[config.mk]
export PLATFORM = sky130hd
export DESIGN_NAME = time_slot_event_queue_core_flat
export DESIGN_NICKNAME = d
export VERILOG_FILES = /design/src/rtl/core/tseq_pkg.sv /design/src/rtl/core/tseq_if.sv /design/src/rtl/core/time_slot_event_queue_core.sv /design/src/rtl/core/tseq_ram.sv /design/src/rtl/core/tseq_ctrl.sv /design/src/rtl/core/tseq_dp.sv /design/src/flat_wrapper.sv
export VERILOG_INCLUDE_DIRS = /design/src /design/src/rtl/core
export SDC_FILE = /design/constraint.sdc
export NUM_CORES = 1
export LEC_CHECK = 0
export BUFFER_PORTS_ARGS = -buffer_cell sky130_fd_sc_hd__buf_2
export CORE_ASPECT_RATIO = 1.25
export CORE_MARGIN = 2
export CORE_UTILIZATION = 45
export DETAILED_ROUTE_END_ITERATION = 7
export PLACE_DENSITY = 0.66
export SYNTH_ARGS = -nofsm -noshare
export SYNTH_HDL_FRONTEND = slang
export SYNTH_SLANG_ARGS = --single-unit
export TNS_END_PERCENT = 30
[constraint.sdc]
create_clock -name clk -period 7.5 [get_ports clk]
set_input_delay 1.5 -clock clk [delete_from_list [all_inputs] [get_ports clk]]
set_output_delay 1.5 -clock clk [all_outputs]
set_load 0.03 [all_outputs]
[src/rtl/core/time_slot_event_queue_core_assert.svh]
// ----------------------------------------------------------------------------
// Time slot event queue assertion macros
// Concurrent checks, compiled out for synthesis.
// ----------------------------------------------------------------------------
`ifndef TIME_SLOT_EVENT_QUEUE_CORE_ASSERT_SVH
`define TIME_SLOT_EVENT_QUEUE_CORE_ASSERT_SVH

`ifndef SYNTHESIS

`define TSEQ_ASSERT_IMP(lbl, clk, rst, a, b) \
  lbl: assert property (@(posedge clk) disable iff (rst) (a) |-> (b)) \
    else $error("tseq assertion failed");

`define TSEQ_ASSERT_NXT(lbl, clk, rst, a, b) \
  lbl: assert property (@(posedge clk) disable iff (rst) (a) |=> (b)) \
    else $error("tseq assertion failed");

`else

`define TSEQ_ASSERT_IMP(lbl, clk, rst, a, b)
`define TSEQ_ASSERT_NXT(lbl, clk, rst, a, b)

`endif

`endif

[src/rtl/core/tseq_pkg.sv]
// ----------------------------------------------------------------------------
// Time slot event queue package
// Event codes, controller types and time decode helpers.
// ----------------------------------------------------------------------------
package tseq_pkg;

  localparam int CODE_W = 3;
  localparam int TIME_W = 8;

  localparam logic [TIME_W-1:0] SEC_TEMP  = 8'd7;
  localparam logic [TIME_W-1:0] SEC_OTHER = 8'd30;
  localparam logic [TIME_W-1:0] SEC_WIFI  = 8'd58;
  localparam logic [TIME_W-1:0] SEC_ZERO  = 8'd0;
  localparam int SLOT_LEN = 28;
  localparam logic [4:0] SLOT_LAST  = 5'd27;
  localparam logic [4:0] SLOT_FIRST = 5'd0;
  localparam logic [4:0] SLOT_NEXT  = 5'd1;

  typedef enum logic [CODE_W-1:0] {
    EV_TEMP         = 3'd0,
    EV_OTHER        = 3'd1,
    EV_WIFIWEB      = 3'd2,
    EV_WIFIGETTEMP  = 3'd3,
    EV_WIFIGETOTHER = 3'd4
  } ev_code_t;

  typedef enum logic [0:0] {
    ST_IDLE = 1'b0,
    ST_READ = 1'b1
  } state_t;

  typedef struct packed {
    logic sample;
    logic pop_empty;
    logic pop_start;
    logic load_read;
  } cmd_t;

  typedef struct packed {
    logic empty;
  } stat_t;

  typedef struct packed {
    logic     hit;
    ev_code_t code;
  } ev_t;

  function automatic logic [TIME_W-1:0] bcd_decode(input logic [7:0] b);
    logic [TIME_W-1:0] hi;
    hi = TIME_W'(b[7:4]);
    return (hi << 3) + (hi << 1) + TIME_W'(b[3:0]);
  endfunction

  // value is at most 165, so one subtract of up to five slot lengths covers it
  function automatic logic [4:0] slot_of(input logic [TIME_W-1:0] m);
    logic [TIME_W-1:0] r;
    r = m;
    if (r >= TIME_W'(SLOT_LEN * 5)) r = r - TIME_W'(SLOT_LEN * 5);
    else if (r >= TIME_W'(SLOT_LEN * 4)) r = r - TIME_W'(SLOT_LEN * 4);
    else if (r >= TIME_W'(SLOT_LEN * 3)) r = r - TIME_W'(SLOT_LEN * 3);
    else if (r >= TIME_W'(SLOT_LEN * 2)) r = r - TIME_W'(SLOT_LEN * 2);
    else if (r >= TIME_W'(SLOT_LEN)) r = r - TIME_W'(SLOT_LEN);
    return r[4:0];
  endfunction

  function automatic ev_t classify(input logic [TIME_W-1:0] s,
                                   input logic [TIME_W-1:0] m,
                                   input logic wireless);
    ev_t e;
    logic [4:0] slot;
    slot = slot_of(m);
    e.hit = 1'b1;
    e.code = EV_TEMP;
    if (s == SEC_TEMP) e.code = EV_TEMP;
    else if (s == SEC_OTHER) e.code = EV_OTHER;
    else if (wireless && slot == SLOT_LAST && s == SEC_WIFI) e.code = EV_WIFIWEB;
    else if (wireless && slot == SLOT_FIRST && s == SEC_ZERO) e.code = EV_WIFIGETTEMP;
    else if (wireless && slot == SLOT_FIRST && s == SEC_WIFI) e.code = EV_WIFIWEB;
    else if (wireless && slot == SLOT_NEXT && s == SEC_ZERO) e.code = EV_WIFIGETOTHER;
    else e.hit = 1'b0;
    return e;
  endfunction

endpackage

[src/rtl/core/tseq_if.sv]
// ----------------------------------------------------------------------------
// Time slot event queue channels
// Request and result channels with valid/ready handshake.
// ----------------------------------------------------------------------------
interface tseq_req_if;
  logic       valid;
  logic       ready;
  logic       req_type;
  logic [7:0] sec_bcd;
  logic [7:0] min_bcd;
  logic [7:0] hour_bcd;

  modport source (output valid, req_type, sec_bcd, min_bcd, hour_bcd, input ready);
  modport sink   (input valid, req_type, sec_bcd, min_bcd, hour_bcd, output ready);
endinterface

interface tseq_rsp_if;
  logic       valid;
  logic       ready;
  logic       event_valid;
  logic [2:0] event_code;
  logic       pending;
  logic       dropped;
  logic [7:0] seconds;
  logic [7:0] minutes;
  logic [7:0] hours;

  modport source (output valid, event_valid, event_code, pending, dropped,
                  seconds, minutes, hours, input ready);
  modport sink   (input valid, event_valid, event_code, pending, dropped,
                  seconds, minutes, hours, output ready);
endinterface

[src/rtl/core/time_slot_event_queue_core.sv]
// ----------------------------------------------------------------------------
// Time slot event queue core
// Decodes BCD clock samples into slot events and queues them for popping.
//
//   channel  dir  request
//   req      in   req_type, sec_bcd, min_bcd, hour_bcd
//   rsp      out  event_valid, event_code, pending, dropped, seconds, ...
//   cfg      in   cfg_we, cfg_wdata (wireless_ready)
//
// A sample or an empty pop loads the result register directly; a non-empty pop
// goes through ST_READ for the registered read of the event store first.
// Reset is synchronous; the event store is not cleared.
// A request is taken in ST_IDLE when the result register is free or being emptied.
// ----------------------------------------------------------------------------
`include "time_slot_event_queue_core_assert.svh"

module time_slot_event_queue_core #(
  parameter int QUEUE_DEPTH = 8
) (
  input  logic              clk,
  input  logic              rst,
  input  logic              cfg_we,
  input  logic              cfg_wdata,
  tseq_req_if.sink          req,
  tseq_rsp_if.source        rsp
);

  tseq_pkg::cmd_t  cmd;
  tseq_pkg::stat_t stat;

  tseq_ctrl u_ctrl (
    .clk       (clk),
    .rst       (rst),
    .in_valid  (req.valid),
    .in_pop    (req.req_type),
    .in_ready  (req.ready),
    .out_valid (rsp.valid),
    .out_ready (rsp.ready),
    .stat      (stat),
    .cmd       (cmd)
  );

  tseq_dp #(
    .QUEUE_DEPTH (QUEUE_DEPTH)
  ) u_dp (
    .clk         (clk),
    .rst         (rst),
    .cfg_we      (cfg_we),
    .cfg_wdata   (cfg_wdata),
    .sec_bcd     (req.sec_bcd),
    .min_bcd     (req.min_bcd),
    .hour_bcd    (req.hour_bcd),
    .cmd         (cmd),
    .stat        (stat),
    .event_valid (rsp.event_valid),
    .event_code  (rsp.event_code),
    .pending     (rsp.pending),
    .dropped     (rsp.dropped),
    .seconds     (rsp.seconds),
    .minutes     (rsp.minutes),
    .hours       (rsp.hours)
  );

  `TSEQ_ASSERT_NXT(a_read_blocks, clk, rst, cmd.pop_start, !req.ready)
  `TSEQ_ASSERT_IMP(a_drop_pending, clk, rst, rsp.valid && rsp.dropped, rsp.pending)
  `TSEQ_ASSERT_IMP(a_code_range, clk, rst, rsp.valid && rsp.event_valid,
                   rsp.event_code <= tseq_pkg::EV_WIFIGETOTHER)

endmodule

[src/rtl/core/tseq_ram.sv]
// ----------------------------------------------------------------------------
// Generic RAM
// One write port, one read port with registered read data.
// ----------------------------------------------------------------------------
module tseq_ram #(
  parameter int WIDTH = 3,
  parameter int DEPTH = 8
) (
  input  logic                     clk,
  input  logic                     we,
  input  logic [$clog2(DEPTH)-1:0] waddr,
  input  logic [WIDTH-1:0]         wdata,
  input  logic                     re,
  input  logic [$clog2(DEPTH)-1:0] raddr,
  output logic [WIDTH-1:0]         rdata
);

  logic [WIDTH-1:0] mem [DEPTH];

  always_ff @(posedge clk) begin
    if (we) mem[waddr] <= wdata;
    if (re) rdata <= mem[raddr];
  end

endmodule

[src/rtl/core/tseq_ctrl.sv]
// ----------------------------------------------------------------------------
// Time slot event queue controller
// Request acceptance, pop read sequencing and result valid.
// ----------------------------------------------------------------------------
module tseq_ctrl (
  input  logic           clk,
  input  logic           rst,
  input  logic           in_valid,
  input  logic           in_pop,
  output logic           in_ready,
  output logic           out_valid,
  input  logic           out_ready,
  input  tseq_pkg::stat_t stat,
  output tseq_pkg::cmd_t  cmd
);

  tseq_pkg::state_t state, state_next;
  logic out_valid_next;
  logic out_free;
  logic acc;

  assign out_free = !out_valid || out_ready;

  always_comb begin
    in_ready = 1'b0;
    cmd = '0;
    acc = 1'b0;
    case (state)
      tseq_pkg::ST_IDLE: begin
        in_ready = out_free;
        acc = in_valid && out_free;
        cmd.sample    = acc && !in_pop;
        cmd.pop_empty = acc && in_pop && stat.empty;
        cmd.pop_start = acc && in_pop && !stat.empty;
      end
      tseq_pkg::ST_READ: begin
        cmd.load_read = out_free;
      end
      default: ;
    endcase
  end

  always_comb begin
    state_next = state;
    case (state)
      tseq_pkg::ST_IDLE: if (cmd.pop_start) state_next = tseq_pkg::ST_READ;
      tseq_pkg::ST_READ: if (out_free) state_next = tseq_pkg::ST_IDLE;
      default: state_next = tseq_pkg::ST_IDLE;
    endcase
  end

  always_comb begin
    out_valid_next = out_valid && !out_ready;
    if (cmd.sample || cmd.pop_empty || cmd.load_read) out_valid_next = 1'b1;
  end

  always_ff @(posedge clk) begin
    if (rst) begin
      state     <= tseq_pkg::ST_IDLE;
      out_valid <= 1'b0;
    end else begin
      state     <= state_next;
      out_valid <= out_valid_next;
    end
  end

endmodule

[src/rtl/core/tseq_dp.sv]
// ----------------------------------------------------------------------------
// Time slot event queue datapath
// Time decode, event rules, ring pointers, event store and result register.
// ----------------------------------------------------------------------------
module tseq_dp #(
  parameter int QUEUE_DEPTH = 8
) (
  input  logic            clk,
  input  logic            rst,
  input  logic            cfg_we,
  input  logic            cfg_wdata,
  input  logic [7:0]      sec_bcd,
  input  logic [7:0]      min_bcd,
  input  logic [7:0]      hour_bcd,
  input  tseq_pkg::cmd_t  cmd,
  output tseq_pkg::stat_t stat,
  output logic            event_valid,
  output logic [2:0]      event_code,
  output logic            pending,
  output logic            dropped,
  output logic [7:0]      seconds,
  output logic [7:0]      minutes,
  output logic [7:0]      hours
);

  localparam int PTR_W = $clog2(QUEUE_DEPTH);
  localparam logic [PTR_W-1:0] PTR_LAST = PTR_W'(QUEUE_DEPTH - 1);

  logic wireless_ready;
  logic [PTR_W-1:0] wr_ptr, rd_ptr;
  logic [PTR_W-1:0] wr_inc, rd_inc;
  logic [tseq_pkg::TIME_W-1:0] s_dec, m_dec, h_dec;
  tseq_pkg::ev_t ev;
  logic full, push;
  logic [tseq_pkg::CODE_W-1:0] rd_data;

  assign wr_inc = (wr_ptr == PTR_LAST) ? '0 : wr_ptr + PTR_W'(1);
  assign rd_inc = (rd_ptr == PTR_LAST) ? '0 : rd_ptr + PTR_W'(1);

  assign s_dec = tseq_pkg::bcd_decode(sec_bcd);
  assign m_dec = tseq_pkg::bcd_decode(min_bcd);
  assign h_dec = tseq_pkg::bcd_decode(hour_bcd);
  assign ev    = tseq_pkg::classify(s_dec, m_dec, wireless_ready);

  assign full       = (wr_inc == rd_ptr);
  assign push       = cmd.sample && ev.hit && !full;
  assign stat.empty = (wr_ptr == rd_ptr);

  tseq_ram #(
    .WIDTH (tseq_pkg::CODE_W),
    .DEPTH (QUEUE_DEPTH)
  ) u_store (
    .clk   (clk),
    .we    (push),
    .waddr (wr_inc),
    .wdata (ev.code),
    .re    (cmd.pop_start),
    .raddr (rd_inc),
    .rdata (rd_data)
  );

  always_ff @(posedge clk) begin
    if (rst) begin
      wireless_ready <= 1'b0;
      wr_ptr  <= '0;
      rd_ptr  <= '0;
      seconds <= '0;
      minutes <= '0;
      hours   <= '0;
    end else begin
      if (cfg_we) wireless_ready <= cfg_wdata;
      if (push) wr_ptr <= wr_inc;
      if (cmd.pop_start) rd_ptr <= rd_inc;
      if (cmd.sample) begin
        seconds <= s_dec;
        minutes <= m_dec;
        hours   <= h_dec;
      end
    end
  end

  always_ff @(posedge clk) begin
    if (cmd.sample) begin
      event_valid <= 1'b0;
      event_code  <= tseq_pkg::EV_TEMP;
      pending     <= ev.hit || !stat.empty;
      dropped     <= ev.hit && full;
    end else if (cmd.pop_empty) begin
      event_valid <= 1'b0;
      event_code  <= tseq_pkg::EV_TEMP;
      pending     <= 1'b0;
      dropped     <= 1'b0;
    end else if (cmd.load_read) begin
      event_valid <= 1'b1;
      event_code  <= rd_data;
      pending     <= !stat.empty;
      dropped     <= 1'b0;
    end
  end

endmodule

[src/flat_wrapper.sv]
// flat-port wrapper written by rule: the top's interface ports become plain ports
module time_slot_event_queue_core_flat 
#(
  parameter int QUEUE_DEPTH = 8
)
  (clk, rst, cfg_we, cfg_wdata, req_valid, req_req_type, req_sec_bcd, req_min_bcd, req_hour_bcd, req_ready, rsp_valid, rsp_event_valid, rsp_event_code, rsp_pending, rsp_dropped, rsp_seconds, rsp_minutes, rsp_hours, rsp_ready);
  tseq_req_if req_i ();
  tseq_rsp_if rsp_i ();
  input  logic clk;
  input  logic rst;
  input  logic cfg_we;
  input  logic cfg_wdata;
  input wire logic [$bits(req_i.valid)-1:0] req_valid;
  input wire logic [$bits(req_i.req_type)-1:0] req_req_type;
  input wire logic [$bits(req_i.sec_bcd)-1:0] req_sec_bcd;
  input wire logic [$bits(req_i.min_bcd)-1:0] req_min_bcd;
  input wire logic [$bits(req_i.hour_bcd)-1:0] req_hour_bcd;
  output wire logic [$bits(req_i.ready)-1:0] req_ready;
  output wire logic [$bits(rsp_i.valid)-1:0] rsp_valid;
  output wire logic [$bits(rsp_i.event_valid)-1:0] rsp_event_valid;
  output wire logic [$bits(rsp_i.event_code)-1:0] rsp_event_code;
  output wire logic [$bits(rsp_i.pending)-1:0] rsp_pending;
  output wire logic [$bits(rsp_i.dropped)-1:0] rsp_dropped;
  output wire logic [$bits(rsp_i.seconds)-1:0] rsp_seconds;
  output wire logic [$bits(rsp_i.minutes)-1:0] rsp_minutes;
  output wire logic [$bits(rsp_i.hours)-1:0] rsp_hours;
  input wire logic [$bits(rsp_i.ready)-1:0] rsp_ready;
  assign req_i.valid = req_valid;
  assign req_i.req_type = req_req_type;
  assign req_i.sec_bcd = req_sec_bcd;
  assign req_i.min_bcd = req_min_bcd;
  assign req_i.hour_bcd = req_hour_bcd;
  assign req_ready = req_i.ready;
  assign rsp_valid = rsp_i.valid;
  assign rsp_event_valid = rsp_i.event_valid;
  assign rsp_event_code = rsp_i.event_code;
  assign rsp_pending = rsp_i.pending;
  assign rsp_dropped = rsp_i.dropped;
  assign rsp_seconds = rsp_i.seconds;
  assign rsp_minutes = rsp_i.minutes;
  assign rsp_hours = rsp_i.hours;
  assign rsp_i.ready = rsp_ready;
  time_slot_event_queue_core #(.QUEUE_DEPTH(QUEUE_DEPTH)) u_core (.clk(clk), .rst(rst), .cfg_we(cfg_we), .cfg_wdata(cfg_wdata), .req(req_i), .rsp(rsp_i));
endmodule
==> impl_summary.log <==
[metrics] multi-input gate area in the final layout: 2145 µm²
[metrics] maximum frequency from static timing analysis: 163.0 MHz
[metrics] routability cong.: 0.8419
[metrics] pin slew with the least headroom to its limit: 0.9786 ns
[metrics] Gate Count Post-Synth: 389
[metrics] flip-flop and latch count after synthesis: 66
[metrics] Antenna Cells: 0
[metrics] clock tree sinks: 66
[metrics] Clock H-tree levels: 3
[metrics] biggest area contributors in the synthesized netlist: sky130_fd_sc_hd__edfxtp_1, sky130_fd_sc_hd__dfxtp_1, sky130_fd_sc_hd__ha_1
[metrics] worst endpoint required time: 7.49 ns
[metrics] post-DR wirelength/cell: 15.74 µm
[metrics] data arrival at the endpoint of the critical path: 6.12 ns
[metrics] average cell area after synthesis: 10.01 µm²
[metrics] core area: 8333 µm²
[metrics] area of the mapped netlist: 3892 µm²
[metrics] maximum number of pins on one net before global-route repair: 37
[metrics] ratio of routed vias to standard cells: 5.565
[metrics] switching fraction of total power: 32.62%
[metrics] proportion of power drawn by the clock network: 32.7%
[metrics] 1st-pass router iterations: 4
[metrics] die width: 87.19 µm
[metrics] Max Cap Violations: 0
[metrics] total of cells resized after clock tree synthesis: 0
[metrics] Clock Pin Slew Worst Setup and Hold Paths: 0.07 ns
[metrics] worst hold slack after final layout: 0.4464 ns
[metrics] portion of synthesized cell area occupied by the leading cell type: 22.37%
[metrics] PD cells: 208.0 nW/µm²
[metrics] Routed Wire Length: 8656 µm
[metrics] proportion of power drawn by combinational gates: 25.7%
[metrics] Synthesis Warnings: 0
[metrics] Pleak: 1.859 nW
[metrics] ys async rst share: 0%
[metrics] count of input and output buffers: 62
[metrics] post-synthesis cell type with the largest combined area: sky130_fd_sc_hd__edfxtp_1
[metrics] half-perimeter wire length after detailed placement: 6720 µm
[metrics] post-synthesis sequential area ratio: 41.40%
[metrics] total via count in the routed design: 3061
[metrics] number of enable flip-flop cells after synthesis: 29
[metrics] starting density of the core: 46.71%
[metrics] Tightest Hold Check Type: reg -> reg
[metrics] DRC violation count after routing: 0
[metrics] RSZ-0062 raised after global routing: false
[metrics] slew margin rel.: 34.07%
[metrics] crit-path max FO: 11
[metrics] number of distinct library cells after synthesis: 64
[metrics] Worst Setup End Kind: flip-flop
[metrics] period utilisation layout: 81.79%
[metrics] most instantiated flip-flop cell in the synthesis netlist: sky130_fd_sc_hd__dfxtp_1
[metrics] DIE HEIGHT: 108.0 µm
[metrics] TritonCTS clock tree: built
[metrics] number of buffers on the longest clock path: 2
[metrics] CTS Buf Count: 9
[metrics] remaining antenna violation count: 0
[metrics] top-level I/O count: 63
[metrics] Cell Int Power: 0.6255 mW
[metrics] nature of the critical path startpoint: input pin
[metrics] first-pass GRT wire length: 14210 µm
[metrics] clock tree skew after final layout: 0.007645 ns
[metrics] die footprint: 9415 µm²
[metrics] row count: 37
[metrics] number of buffers inserted by hold repair at cts: 0
[metrics] final-layout fill cell count: 758
[metrics] share of final-layout standard cells stronger than drive strength 1: 24.06%
[metrics] number of hold violations in the final report: 0
[metrics] IR drop worst, VDD: 0.09634 mV
[metrics] vias in the first global route: 3048
[metrics] overall fraction of global-route tracks in use: 19.38%
[metrics] number of nets at the end of the flow: 515
[metrics] post-synth net total: 456
[metrics] category of the critical setup timing path: in -> reg
[metrics] post-CTS repair timing setup buffer count: 0
[metrics] clock tree root buffer cell: sky130_fd_sc_hd__clkbuf_8
[metrics] initial antenna violation count: 0
[metrics] Skew-Pair Late Insertion Delay: 0.35 ns
[metrics] Slew Limit Fails: 0
[metrics] result of the run: finished, final reports clean
[metrics] switching power: 0.3029 mW
[metrics] area taken by flip-flops and latches: 1612 µm²
[metrics] most instantiated cells after synthesis: sky130_fd_sc_hd__nor2_1, sky130_fd_sc_hd__nand2_1, sky130_fd_sc_hd__dfxtp_1
[metrics] most frequent cell after synthesis: sky130_fd_sc_hd__nor2_1
[metrics] Min Clock Period, post-route: 6.134 ns
[metrics] number of design-rule violations left by the first detailed-router iteration: 189
[metrics] remaining global-route overflow: 0
[metrics] relative contribution of sequential cells to total power: 41.6%
[metrics] area overhead of the layout relative to synthesis: 14.66%
[metrics] final total negative setup slack: 0 ns
[metrics] Setup-failing EPs final: 0
==> cells in the final DEF (no fill, tap or decap), types with 3 or more instances in the layout <==
cell type	count
sky130_fd_sc_hd__buf_2	62
sky130_fd_sc_hd__nor2_1	44
sky130_fd_sc_hd__nand2_1	41
sky130_fd_sc_hd__dfxtp_1	37
sky130_fd_sc_hd__a21oi_1	35
sky130_fd_sc_hd__ha_1	30
sky130_fd_sc_hd__edfxtp_1	29
sky130_fd_sc_hd__inv_1	16
sky130_fd_sc_hd__nand3_1	11
sky130_fd_sc_hd__mux2i_1	10
sky130_fd_sc_hd__xnor2_1	9
sky130_fd_sc_hd__nand2b_1	9
sky130_fd_sc_hd__clkbuf_8	9
sky130_fd_sc_hd__nor3_1	8
sky130_fd_sc_hd__o21ai_0	7
sky130_fd_sc_hd__fa_1	6
sky130_fd_sc_hd__nor2b_1	5
sky130_fd_sc_hd__a21o_1	5
sky130_fd_sc_hd__a31oi_1	5
sky130_fd_sc_hd__and3_1	3
sky130_fd_sc_hd__nor4_1	3
sky130_fd_sc_hd__or4_1	3
sky130_fd_sc_hd__o221ai_1	3
sky130_fd_sc_hd__mux4_2	3
sky130_fd_sc_hd__a211oi_1	3
==> critical path, stage by stage <==
cell                        delay, ns
sky130_fd_sc_hd__buf_2           0.08
sky130_fd_sc_hd__inv_1           0.04
sky130_fd_sc_hd__fa_1            0.53
sky130_fd_sc_hd__inv_1           0.07
sky130_fd_sc_hd__fa_1            0.49
sky130_fd_sc_hd__xnor2_2         0.32
sky130_fd_sc_hd__inv_1           0.24
sky130_fd_sc_hd__ha_1            0.23
sky130_fd_sc_hd__and3_2          0.20
sky130_fd_sc_hd__a2111o_1        0.49
sky130_fd_sc_hd__a32oi_1         0.27
sky130_fd_sc_hd__o2111ai_2       0.20
sky130_fd_sc_hd__or4_4           0.53
sky130_fd_sc_hd__a21oi_4         0.30
sky130_fd_sc_hd__o21ai_2         0.15
sky130_fd_sc_hd__nor4_1          0.47
==> registers in the layout, indices dropped and copies added, names as in the netlist, 3 cells and up <==
| signal | cells |
|---|---|
| u_core.u_dp.event_code | 3 |
| u_core.u_dp.hours | 8 |
| u_core.u_dp.minutes | 8 |
| u_core.u_dp.rd_ptr | 3 |
| u_core.u_dp.seconds | 8 |
| u_core.u_dp.u_store.mem | 24 |
| u_core.u_dp.u_store.rdata | 3 |
| u_core.u_dp.wr_ptr | 3 |
==> logic make-up (layout without fill, tap and decap cells) <==
logic type,after synthesis,count (layout),synth area share [%]
XOR/XNOR,13,13,3.311
AND/OR/NAND/NOR,140,140,17.16
adder cells (fa/ha/maj),36,36,12.73
flip-flops,66,66,41.40
AO/OA/AOI/OAI,88,88,17.29
multiplexers,14,14,4.597
buffers and inverters,32,96,3.504
==> path summary, 6_finish.rpt <==
path / startpoint / endpoint / slack (ns) / cells after the start
setup reg to reg: u_core.u_dp.wr_ptr[0] / u_core.u_dp.u_store.mem[0][2] / 4.84 / 8
hold reg to reg: u_core.u_dp.event_valid / u_core.u_dp.event_valid / 0.45 / 2
hold / removal: u_core.u_dp.event_valid / u_core.u_dp.event_valid / 0.45 / 2
setup / recovery: req_min_bcd[3] / u_core.u_dp.u_store.mem[0][2] / 1.37 / 16
==> routing by layer <==
metal  vias to the layer above  wire length (µm)  global-route usage, %
met3                        18               198                  2.748
met4                         0               284                  9.780
li1                       1528                 -                      -
met1                      1459              3467                  21.37
met5                         -                 0                      0
met2                        56              4706                  35.66
==> stage by stage <==
step           cells  setup WS (ns)  instance area (µm²)  power (mW)  utilization [%]
2_1_floorplan    389          1.568                 3892      0.5767                -
3_3_place_gp     534          1.186                 4263      0.6293            51.16
3_5_place_dp     534         0.9682                 4263      0.6330            51.16
4_1_cts          550          1.340                 4463      0.9354            53.56
5_1_grt          550          1.051                 4463      0.9772            53.56
6_report         550          1.366                 4463      0.9283            53.56
==> cell type report <==
cell class / count / share of cell area, %
Clock buffer: 9 / 2.775
Multi-Input combinational cell: 291 / 48.05
Inverter: 16 / 1.346
Clock inverter: 7 / 1.710
Sequential cell: 66 / 36.11
Timing Repair Buffer: 64 / 7.289
Tap cell: 97 / 2.719
==> power by group through the flow <==
stage               combinational [mW]  sequential (mW)  clock (mW)
finish                           0.239            0.386       0.304
global route                     0.265            0.387       0.325
CTS                              0.239            0.386       0.310
detailed placement               0.238            0.395           0
global placement                 0.235            0.394           0
floorplan                        0.164            0.412           0
No activity file was read; power rests on OpenSTA's default activity.
